**config.mk**
```make
export PLATFORM = sky130hd
export DESIGN_NAME = vita49_data_header_parser_top
export DESIGN_NICKNAME = d
export VERILOG_FILES = /design/src/design/vdhp_pkg.sv /design/src/design/vita49_data_header_parser_top.sv /design/src/design/vdhp_front.sv /design/src/design/vdhp_queue.sv /design/src/design/vdhp_back.sv
export VERILOG_INCLUDE_DIRS = /design/src /design/src/design
export SDC_FILE = /design/constraint.sdc
export NUM_CORES = 1
export LEC_CHECK = 0
export ABC_AREA = 0
export BUFFER_PORTS_ARGS = -buffer_cell sky130_fd_sc_hd__buf_2
export CORE_ASPECT_RATIO = 1.1
export CORE_UTILIZATION = 30
export DETAILED_ROUTE_END_ITERATION = 7
export GPL_ROUTABILITY_DRIVEN = 0
export HOLD_SLACK_MARGIN = 0.05
export PLACE_DENSITY_LB_ADDON = 0.15
export SYNTH_ARGS = -nofsm -noshare
export SYNTH_HDL_FRONTEND = slang
export SYNTH_HIERARCHICAL = 1
export SYNTH_SLANG_ARGS = --single-unit
```
**constraint.sdc**
```tcl
create_clock -name clk -period 21.4 [get_ports clk]
set_clock_uncertainty 0.1 [all_clocks]
set_input_delay 1.07 -clock clk [delete_from_list [all_inputs] [get_ports clk]]
set_output_delay 1.07 -clock clk [all_outputs]
set_load 0.005 [all_outputs]
```
**src/design/vita49_data_header_parser_top_defines.svh**
```systemverilog
// ---------------------------------------------------------------------------
// Assertion macros shared by the VITA-49 data header parser.
// ---------------------------------------------------------------------------
`ifndef VITA49_DATA_HEADER_PARSER_TOP_DEFINES_SVH
`define VITA49_DATA_HEADER_PARSER_TOP_DEFINES_SVH

`ifndef SYNTHESIS
// Property must hold at every clock edge outside reset.
`define VDHP_ASSERT(lbl, clk, rst_n, prop) \
	lbl: assert property (@(posedge clk) disable iff (!rst_n) (prop)) \
		else $error("vdhp assertion failed");
// Consequent must hold in the cycle after the antecedent.
`define VDHP_ASSERT_NEXT(lbl, clk, rst_n, ante, cons) \
	lbl: assert property (@(posedge clk) disable iff (!rst_n) (ante) |=> (cons)) \
		else $error("vdhp assertion failed");
`else
`define VDHP_ASSERT(lbl, clk, rst_n, prop)
`define VDHP_ASSERT_NEXT(lbl, clk, rst_n, ante, cons)
`endif

`endif

```
**src/design/vdhp_pkg.sv**
```systemverilog
// ---------------------------------------------------------------------------
// vdhp_pkg
// Types and constants of the VITA-49 IF data packet header parser.
// ---------------------------------------------------------------------------
package vdhp_pkg;

	localparam logic [31:0] TYPE_MASK   = 32'hF000_0000;
	localparam logic [31:0] TYPE_IFSID  = 32'h1000_0000;
	localparam logic [31:0] CLASS_BIT   = 32'h0800_0000;
	localparam logic [31:0] TRAILER_BIT = 32'h0400_0000;
	localparam logic [31:0] TSI_MASK    = 32'h00C0_0000;
	localparam logic [31:0] TSF_MASK    = 32'h0030_0000;

	localparam int unsigned QUEUE_DEPTH = 2;

	typedef enum logic [0:0] {
		REG_VENDOR_OUI = 1'b0,
		REG_INFO_CLASS = 1'b1
	} cfg_reg_t;

	typedef struct packed {
		logic [31:0] data_word;
		logic        last;
		logic [2:0]  last_bytes;
	} packet_in_t;

	typedef struct packed {
		logic        valid_res;
		logic [31:0] stream_id;
		logic [15:0] packet_class;
		logic [3:0]  packet_count;
		logic [4:0]  payload_offset;
		logic [15:0] payload_bytes;
	} result_t;

	// Everything the back end needs to judge one datagram.
	typedef struct packed {
		logic [15:0] total;
		logic [31:0] header;
		logic [31:0] stream;
		logic        oui_match;
		logic [31:0] class_low;
	} datagram_rec_t;

	typedef struct packed {
		logic full;
		logic empty;
	} queue_stat_t;

endpackage

```
**src/design/vita49_data_header_parser_top.sv**
```systemverilog
// ---------------------------------------------------------------------------
// vita49_data_header_parser_top
// VITA-49 IF data packet header parser: one verdict per datagram.
// ---------------------------------------------------------------------------
// Channel   Direction  Handshake                 Payload
// in        input      in_valid / in_ready       vdhp_pkg::packet_in_t
// out       output     out_valid / out_ready     vdhp_pkg::result_t
// cfg       input      cfg_we                    cfg_index, cfg_data
//
// One word is taken per clock while in_ready is high. The verdict for a
// datagram is registered in the output register when its record is popped.
// A two-entry record queue sits between the word counter and the verdict
// stage; in_ready drops only while that queue is full.
// Reset clears the byte count, captured header words, queue and registers.
// ---------------------------------------------------------------------------
module vita49_data_header_parser_top #(
	parameter int unsigned MAX_DATAGRAM_BYTES = 65535
) (
	input  logic                 clk,
	input  logic                 arst_n,
	input  logic                 in_valid,
	output logic                 in_ready,
	input  vdhp_pkg::packet_in_t in_data,
	output logic                 out_valid,
	input  logic                 out_ready,
	output vdhp_pkg::result_t    out_data,
	input  logic                 cfg_we,
	input  vdhp_pkg::cfg_reg_t   cfg_index,
	input  logic [23:0]          cfg_data
);

	logic [23:0]             vendor_oui_q;
	logic [15:0]             info_class_q;
	logic                    accept;
	logic                    push;
	logic                    pop;
	vdhp_pkg::datagram_rec_t push_rec;
	vdhp_pkg::datagram_rec_t head;
	vdhp_pkg::queue_stat_t   qstat;

	assign in_ready = !qstat.full;
	assign accept   = in_valid && in_ready;

	always_ff @(posedge clk or negedge arst_n) begin
		if (!arst_n) begin
			vendor_oui_q <= '0;
			info_class_q <= '0;
		end else if (cfg_we) begin
			case (cfg_index)
				vdhp_pkg::REG_VENDOR_OUI: vendor_oui_q <= cfg_data;
				vdhp_pkg::REG_INFO_CLASS: info_class_q <= cfg_data[15:0];
				default: ;
			endcase
		end
	end

	vdhp_front #(
		.MAX_DATAGRAM_BYTES(MAX_DATAGRAM_BYTES)
	) u_front (
		.clk       (clk),
		.arst_n    (arst_n),
		.accept    (accept),
		.word      (in_data),
		.vendor_oui(vendor_oui_q),
		.push      (push),
		.rec       (push_rec)
	);

	vdhp_queue u_queue (
		.clk     (clk),
		.arst_n  (arst_n),
		.push    (push),
		.push_rec(push_rec),
		.pop     (pop),
		.head    (head),
		.stat    (qstat)
	);

	vdhp_back u_back (
		.clk       (clk),
		.arst_n    (arst_n),
		.rec       (head),
		.qstat     (qstat),
		.info_class(info_class_q),
		.pop       (pop),
		.res_valid (out_valid),
		.res_ready (out_ready),
		.res       (out_data)
	);

endmodule

```
**src/design/vdhp_front.sv**
```systemverilog
// ---------------------------------------------------------------------------
// vdhp_front
// Counts datagram bytes, captures the header words and hands a record of
// each finished datagram to the queue.
// ---------------------------------------------------------------------------
`include "vita49_data_header_parser_top_defines.svh"

module vdhp_front #(
	parameter int unsigned MAX_DATAGRAM_BYTES = 65535
) (
	input  logic                   clk,
	input  logic                   arst_n,
	input  logic                   accept,
	input  vdhp_pkg::packet_in_t   word,
	input  logic [23:0]            vendor_oui,
	output logic                   push,
	output vdhp_pkg::datagram_rec_t rec
);

	localparam int unsigned CAP = (MAX_DATAGRAM_BYTES > 65535) ? 65535 : MAX_DATAGRAM_BYTES;
	localparam logic [16:0] CAP17 = 17'(CAP);

	logic [15:0] byte_total_q;
	logic [31:0] header_q;
	logic [31:0] stream_q;
	logic        oui_match_q;
	logic [31:0] class_low_q;

	logic        in_hdr;
	logic [1:0]  pos;
	logic [2:0]  nb;
	logic [16:0] sum;
	logic [15:0] total;
	logic [31:0] header_n;
	logic [31:0] stream_n;
	logic        oui_match_n;
	logic [31:0] class_low_n;

	always_comb begin
		in_hdr = (byte_total_q[15:4] == 12'd0);
		pos    = byte_total_q[3:2];

		header_n    = header_q;
		stream_n    = stream_q;
		oui_match_n = oui_match_q;
		class_low_n = class_low_q;
		if (in_hdr) begin
			case (pos)
				2'd0: header_n = word.data_word;
				2'd1: stream_n = word.data_word;
				2'd2: oui_match_n = (word.data_word[23:0] == vendor_oui);
				default: class_low_n = word.data_word;
			endcase
		end

		if (!word.last) begin
			nb = 3'd4;
		end else if (word.last_bytes > 3'd4) begin
			nb = 3'd4;
		end else begin
			nb = word.last_bytes;
		end
		sum   = {1'b0, byte_total_q} + {14'd0, nb};
		total = (sum > CAP17) ? CAP17[15:0] : sum[15:0];

		push          = accept && word.last;
		rec.total     = total;
		rec.header    = header_n;
		rec.stream    = stream_n;
		rec.oui_match = oui_match_n;
		rec.class_low = class_low_n;
	end

	always_ff @(posedge clk or negedge arst_n) begin
		if (!arst_n) begin
			byte_total_q <= '0;
			header_q     <= '0;
			stream_q     <= '0;
			oui_match_q  <= 1'b0;
			class_low_q  <= '0;
		end else if (accept) begin
			if (word.last) begin
				byte_total_q <= '0;
				header_q     <= '0;
				stream_q     <= '0;
				oui_match_q  <= 1'b0;
				class_low_q  <= '0;
			end else begin
				byte_total_q <= total;
				header_q     <= header_n;
				stream_q     <= stream_n;
				oui_match_q  <= oui_match_n;
				class_low_q  <= class_low_n;
			end
		end
	end

	`VDHP_ASSERT(a_total_capped, clk, arst_n, {1'b0, byte_total_q} <= CAP17)
	`VDHP_ASSERT_NEXT(a_clear_after_last, clk, arst_n, push, byte_total_q == 16'd0)
	`VDHP_ASSERT_NEXT(a_count_moves, clk, arst_n, accept && !word.last && sum <= CAP17,
		byte_total_q == $past(byte_total_q) + 16'd4)

endmodule

```
**src/design/vdhp_queue.sv**
```systemverilog
// ---------------------------------------------------------------------------
// vdhp_queue
// Two-entry queue of datagram records between the front and back ends.
// ---------------------------------------------------------------------------
`include "vita49_data_header_parser_top_defines.svh"

module vdhp_queue (
	input  logic                    clk,
	input  logic                    arst_n,
	input  logic                    push,
	input  vdhp_pkg::datagram_rec_t push_rec,
	input  logic                    pop,
	output vdhp_pkg::datagram_rec_t head,
	output vdhp_pkg::queue_stat_t   stat
);

	vdhp_pkg::datagram_rec_t mem_q [vdhp_pkg::QUEUE_DEPTH];
	logic       wr_ptr_q;
	logic       rd_ptr_q;
	logic [1:0] count_q;

	always_comb begin
		stat.full  = (count_q == 2'(vdhp_pkg::QUEUE_DEPTH));
		stat.empty = (count_q == 2'd0);
		head       = mem_q[rd_ptr_q];
	end

	always_ff @(posedge clk) begin
		if (push) begin
			mem_q[wr_ptr_q] <= push_rec;
		end
	end

	always_ff @(posedge clk or negedge arst_n) begin
		if (!arst_n) begin
			wr_ptr_q <= 1'b0;
			rd_ptr_q <= 1'b0;
			count_q  <= '0;
		end else begin
			if (push) begin
				wr_ptr_q <= ~wr_ptr_q;
			end
			if (pop) begin
				rd_ptr_q <= ~rd_ptr_q;
			end
			count_q <= count_q + {1'b0, push} - {1'b0, pop};
		end
	end

	`VDHP_ASSERT(a_no_overflow, clk, arst_n, !(push && stat.full))
	`VDHP_ASSERT(a_no_underflow, clk, arst_n, !(pop && stat.empty))
	`VDHP_ASSERT(a_ptr_track, clk, arst_n,
		(wr_ptr_q ^ rd_ptr_q) == count_q[0])

endmodule

```
**src/design/vdhp_back.sv**
```systemverilog
// ---------------------------------------------------------------------------
// vdhp_back
// Judges one datagram record and holds the verdict in the output register.
// ---------------------------------------------------------------------------
module vdhp_back (
	input  logic                    clk,
	input  logic                    arst_n,
	input  vdhp_pkg::datagram_rec_t rec,
	input  vdhp_pkg::queue_stat_t   qstat,
	input  logic [15:0]             info_class,
	output logic                    pop,
	output logic                    res_valid,
	input  logic                    res_ready,
	output vdhp_pkg::result_t       res
);

	logic              accept_ok;
	logic [4:0]        offset;
	logic [17:0]       declared;
	logic [17:0]       avail;
	logic signed [18:0] payload;
	logic              good;
	vdhp_pkg::result_t verdict;
	logic              valid_q;
	vdhp_pkg::result_t res_q;

	always_comb begin
		accept_ok = (rec.total[15:4] != 12'd0)
			&& ((rec.header & vdhp_pkg::TYPE_MASK) == vdhp_pkg::TYPE_IFSID)
			&& ((rec.header & vdhp_pkg::CLASS_BIT) != 32'd0)
			&& rec.oui_match
			&& (rec.class_low[31:16] == info_class);

		offset = 5'd16;
		if ((rec.header & vdhp_pkg::TSI_MASK) != 32'd0) begin
			offset = offset + 5'd4;
		end
		if ((rec.header & vdhp_pkg::TSF_MASK) != 32'd0) begin
			offset = offset + 5'd8;
		end

		// A declared size of zero falls back to the received size.
		declared = {rec.header[15:0], 2'b00};
		if (declared != 18'd0 && declared < {2'b00, rec.total}) begin
			avail = declared;
		end else begin
			avail = {2'b00, rec.total};
		end

		payload = $signed({1'b0, avail}) - $signed({14'd0, offset});
		if ((rec.header & vdhp_pkg::TRAILER_BIT) != 32'd0) begin
			payload = payload - 19'sd4;
		end
		good = accept_ok && !payload[18] && (payload != 19'sd0);

		verdict = '0;
		if (good) begin
			verdict.valid_res      = 1'b1;
			verdict.stream_id      = rec.stream;
			verdict.packet_class   = rec.class_low[15:0];
			verdict.packet_count   = rec.header[19:16];
			verdict.payload_offset = offset;
			verdict.payload_bytes  = payload[15:0];
		end

		pop       = !qstat.empty && (!valid_q || res_ready);
		res_valid = valid_q;
		res       = res_q;
	end

	always_ff @(posedge clk or negedge arst_n) begin
		if (!arst_n) begin
			valid_q <= 1'b0;
		end else if (pop) begin
			valid_q <= 1'b1;
		end else if (res_ready) begin
			valid_q <= 1'b0;
		end
	end

	always_ff @(posedge clk) begin
		if (pop) begin
			res_q <= verdict;
		end
	end

endmodule
```
Yosys cells after proc, flatten, opt, wreduce, memory -nomap -nowiden

Memories as Yosys holds them, arrays and structs flattened.
Index checks and enable logic that the tools add are counted.

Register bits: 232
RAM bits: 226
Input bits: 66
Memories kept: 1
Output and inout bits: 76
Word-level logic and storage cells: 88

Bitwise gates (word level): 3
Mux-type cells: 25
Eq/ne operators: 6
Reduce and logical (&&, ||, !) cells: 27
Add/sub/neg operators: 6
Order comparisons: 3

Memory list:

| memory        | words | width | read ports | clocked after Yosys merged registers in | wr ports | line             | text |
|---|---|---|---|---|---|---|---|
| u_queue.mem_q | 2     | 113   | 1          | 0                                       | 1        | vdhp_queue.sv:17 | `vdhp_pkg::datagram_rec_t mem_q [vdhp_pkg::QUEUE_DEPTH];` |

Operators with widths:

| kind                                                                               | number |
|---|---|
| 32-bit two-way mux                                                                 | 9 |
| 74-bit two-way mux                                                                 | 1 |
| 32-bit nonzero test                                                                | 2 |
| 16-bit two-way mux                                                                 | 2 |
| 24-bit equality test                                                               | 1 |
| 19-bit two-way mux                                                                 | 1 |
| 19-bit nonzero test                                                                | 1 |
| 18-bit by 5-bit subtractor with 19-bit output                                      | 1 |
| 19-bit by 4-bit subtractor with 19-bit output (second input constant)              | 1 |
| 18-bit by 16-bit less-than comparator with 1-bit output                            | 1 |
| 18-bit two-way mux                                                                 | 1 |
| 16-bit by 3-bit adder with 17-bit output                                           | 1 |
| 17-bit by 16-bit greater-than comparator with 1-bit output (second input constant) | 1 |
| 16-bit equality test                                                               | 1 |
| 16-bit nonzero test                                                                | 1 |
| 12-bit logical NOT                                                                 | 1 |
| 12-bit nonzero test                                                                | 1 |
| 1-bit logical AND                                                                  | 10 |
| 3-bit two-way mux                                                                  | 3 |
| 1-bit two-way mux                                                                  | 7 |
| 5-bit by 4-bit adder with 5-bit output (second input constant)                     | 1 |
| 5-bit two-way mux                                                                  | 1 |
| 2-bit equality test (second input constant)                                        | 2 |
| 4-bit by 1-bit equality test with 1-bit output (second input constant)             | 1 |
| other kinds (11)                                                                   | 18 |

Longest topological paths before layout

An unclocked memory read counts as a cell.

Word-level depth: 12
Mapped depth: 29
Gate-level depth less buffers: 22

By module

Netlist, hierarchy kept.

By module, submodules not included:

| module                        | area an instance (um^2) | cells each | times used | sequential area each (um^2) |
|---|---|---|---|---|
| vdhp_queue                    | 8599.5                  | 367        | 1          | 6886.6 |
| vdhp_front                    | 6257.3                  | 626        | 1          | 2827.7 |
| vdhp_back                     | 4872.2                  | 449        | 1          | 2187.1 |
| vita49_data_header_parser_top | 1601.5                  | 88         | 1          | 1001.0 |

Worst setup path after synthesis

No wires, ideal clock.

Kind: in2reg
From: input in_valid
To: memory u_queue/mem_q[0][0] (netlist bit) (enable)
Path buffers: 0
Cell stages on the path: 4
Path slack: 14.062 ns
Data required time: 20.700 ns
Arrival time: 6.638 ns
Library setup time: 0.600 ns
Path through: nor2b_1 > nand2_1 > clkinv_1 > nor2b_1

Word-level cells in the longest chain between the ends: 4

RTL lines:

| what                                    | line                                | text |
|---|---|---|
| from (decl)                             | vita49_data_header_parser_top.sv:21 | `input logic in_valid,` |
| 1-bit logical AND                       | vita49_data_header_parser_top.sv:42 | `assign accept = in_valid && in_ready;` |
| 1-bit logical AND                       | vdhp_front.sv:66                    | `push = accept && word.last;` |
| via push                                | vita49_data_header_parser_top.sv:35 | `logic push;` |
| 1-bit two-way mux                       | vdhp_queue.sv:29                    | `if (push) begin` |
| 1-bit two-way mux (not written as such) | vdhp_queue.sv:30                    | `mem_q[wr_ptr_q] <= push_rec;` |
| to (decl)                               | vdhp_queue.sv:17                    |  |

The timed path passes the listed nets, and every way through them passes these cells.

==> results.py <==
metrics = {
    "run_status": {
        "status": "finished, final reports clean",
    },
    "synth": {
        "yosysWarnings": 6,
        "syn-instance-count": 1514,
        "avgSynthCellArea_um2": 13.93,
        "syn_area_um2": 21090,
    },
    "cells_and_area": {
        "drive_above_1_share_pct": 30.23,
        "design_area_um2": 24410,
        "area_delta_synth_final_pct": 15.72,
        "nets": 1724,
        "n_antenna_cell": 0,
    },
    "setup_path": {
        "cp_max_fo": 55,
        "regToRegStartpoint": "u_queue/rd_ptr_q",
        "path_cells": "buf_4 -> buf_4 -> mux2_4 -> ha_1 -> nand4bb_1 -> a211oi_1 -> o31a_4 -> nor3_2 -> mux2i_1 -> ha_1 -> fa_1 -> nand2b_1 -> nor3_1 -> a31oi_1 -> o22ai_1 -> a41oi_2 -> or3_2 -> o311ai_4 -> nand4_4 -> and3_1",
        "critPathKind": "reg -> reg",
        "reg2reg_slack_ns": 12.03,
        "startpoint_type": "flop",
        "crit_slowest_cell": "nor3_2",
        "slowest_delay_ns": 0.88,
        "worstPathRequired_ns": 21.65,
        "reg2reg_depth": 20,
        "r2r_end": "u_back/res[23]",
        "cp.arrival_ns": 9.62,
        "critPathCaptureType": "flop",
    },
    "pwr": {
        "seq_power_share_pct": 38.8,
        "ir_drop_mv": 0.06238,
        "pwr_density_cell_nw_per_um2": 138.7,
        "p_sw_mw": 1.134,
        "pwr-share-clk_pct": 27.7,
        "p_sw_share_pct": 33.49,
        "power_frac_comb_pct": 33.5,
        "intPower_mw": 2.251,
        "leakage_nw": 9.962,
    },
    "grt": {
        "track_usage_pct": 16.11,
        "grt_pass1_vias": 13130,
        "grt_pass1_wl_um": 85620,
        "grt_max_degree": 74,
        "grt_overflow": 0,
        "antenna_found_initial": 3,
    },
    "hold_path": {
        "hold_path_class": "in -> async",
    },
    "drt": {
        "first_pass_iters": 4,
        "wl_per_cell_um": 21.88,
        "drc": 0,
        "viasPerCell": 4.938,
        "antenna_left": 0,
        "drt_wl_total_um": 56970,
        "drt_first_iter_violations": 981,
        "vias": 12860,
    },
    "sta": {
        "finalSetupTns_ns": 0,
        "post-route-min-period_ns": 9.370,
        "slew_viol_final": 0,
        "maxSlewHeadroom_pct": 16.95,
        "worst_pin_slew_ns": 1.246,
        "rsz0062_at_grt": "no",
        "clock.fmax_ghz": 0.1067,
        "finalCritPeriodShare_pct": 43.79,
        "finalSetupViolCount": 0,
        "hold_ws_ns": 0.3219,
        "finalHoldViolations": 0,
    },
    "clocking": {
        "numCtsBuffers": 52,
        "cts_max_level": 2,
        "clk_latency_ns": 0.61,
        "cts.repair.resized": 0,
        "ctsHoldBuffers": 0,
        "postCtsSetupBuffers": 0,
        "clock_sinks": 450,
        "clkTransAtPathRegs_ns": 0.06,
        "cts_tree": "yes",
        "cts_root_buffer": "clkbuf_16",
        "clock_path_buffers": 3,
    },
    "place": {
        "dp_hpwl_um": 36460,
        "io_buffer_count": 139,
        "dpl_cell_area_um2": 22580,
    },
    "floorplanning": {
        "die_h_um": 280.1,
        "initial_core_util_pct": 30.45,
        "fp.coreArea_um2": 69250,
        "rows": 101,
        "die_x_um": 254.8,
        "die-area_um2": 71370,
        "io_pins": 142,
    },
    "run": {
        "maxCapViolCount": 0,
    },
}
-- critical path, delay by kind of cell (launching register included) --
kind | cells | cell delay [ns]
compound gates | 6 | 1.40
fa+ha+maj | 3 | 1.16
buf+inv | 2 | 1.41
flops | 1 | 0.83
mux | 2 | 0.59
simple gates | 7 | 3.55
-- metrics by stage --
| stage | power, mW | setup slack (ns) | util [%] | cells |
|---|---|---|---|---|
| floorplan | 2.133 | 14.15 | - | 1515 |
| global placement | 2.459 | 12.18 | 32.60 | 2507 |
| detailed placement | 2.476 | 12.01 | 32.60 | 2507 |
| CTS | 3.435 | 11.99 | 35.24 | 2604 |
| global route | 3.577 | 11.49 | 35.24 | 2604 |
| finish | 3.385 | 12.03 | 35.24 | 2604 |
-- layout make-up --
class / instances / area [um2]
fill: 6859 / 44850
inverter: 37 / 138.9
clock inverter: 28 / 361.6
multi-input combinational: 937 / 7714
sequential: 450 / 12740
timing repair buffer: 156 / 829.5
clock buffer: 69 / 1466
tap: 927 / 1160
-- worst max-delay path by stage --
stage / startpoint / end / slack [ns] / cells after the start
after global placement: u_queue/rd_ptr_q / u_back/res[11] / 12.18 / 20
final: u_queue/rd_ptr_q / u_back/res[23] / 12.03 / 20
after floorplan: in_valid / u_queue/mem_q[0][0] / 14.15 / 4
after detailed placement: u_queue/rd_ptr_q / u_back/res[23] / 12.01 / 20
after global routing: u_queue/rd_ptr_q / u_back/res[19] / 11.49 / 20
after CTS: u_queue/rd_ptr_q / u_back/res[19] / 11.99 / 20
-- flip-flops by register name (all words and copies together), names as in the netlist --
signal and count:
info_class_q 16, u_back/res 72, u_back/res_valid 1, u_front/byte_total_q 16, u_front/class_low_q 32, u_front/header_q 30, u_front/oui_match_q 1, u_front/stream_q 32
u_queue/count_q 2, u_queue/mem_q 222, u_queue/rd_ptr_q 1, u_queue/wr_ptr_q 1, vendor_oui_q 24
-- power groups by stage --
stage | registers, mW | logic [mW] | clock network, mW
2_1_floorplan | 1.30 | 0.831 | 0
3_3_place_gp | 1.33 | 1.13 | 0
3_5_place_dp | 1.33 | 1.14 | 0
4_1_cts | 1.32 | 1.15 | 0.968
5_1_grt | 1.34 | 1.24 | 1.00
6_report | 1.31 | 1.13 | 0.938
-- routing by layer --
metal	track usage (%)	share of wire, %	up-vias	wire length [um]
li1	-	-	5907	-
met1	21.61	45	6545	25460
met2	26.71	49	328	27740
met3	2.746	4.4	77	2502
met4	4.222	2.2	2	1254
met5	0	0.023	-	13
-- cells in the final DEF, fill, tap and decap left out, types with 35 or more instances in the layout --
cell and count:
a21oi_1 40, a22o_1 88, and3_1 62, buf_2 138, clkbuf_16 53, dfrtp_1 155
edfxtp_1 294, inv_1 35, mux2_2 137, mux2_4 78, nand2_1 135, nor2_1 44
xor2_1 47
No activity file was read; power rests on OpenSTA's default activity.
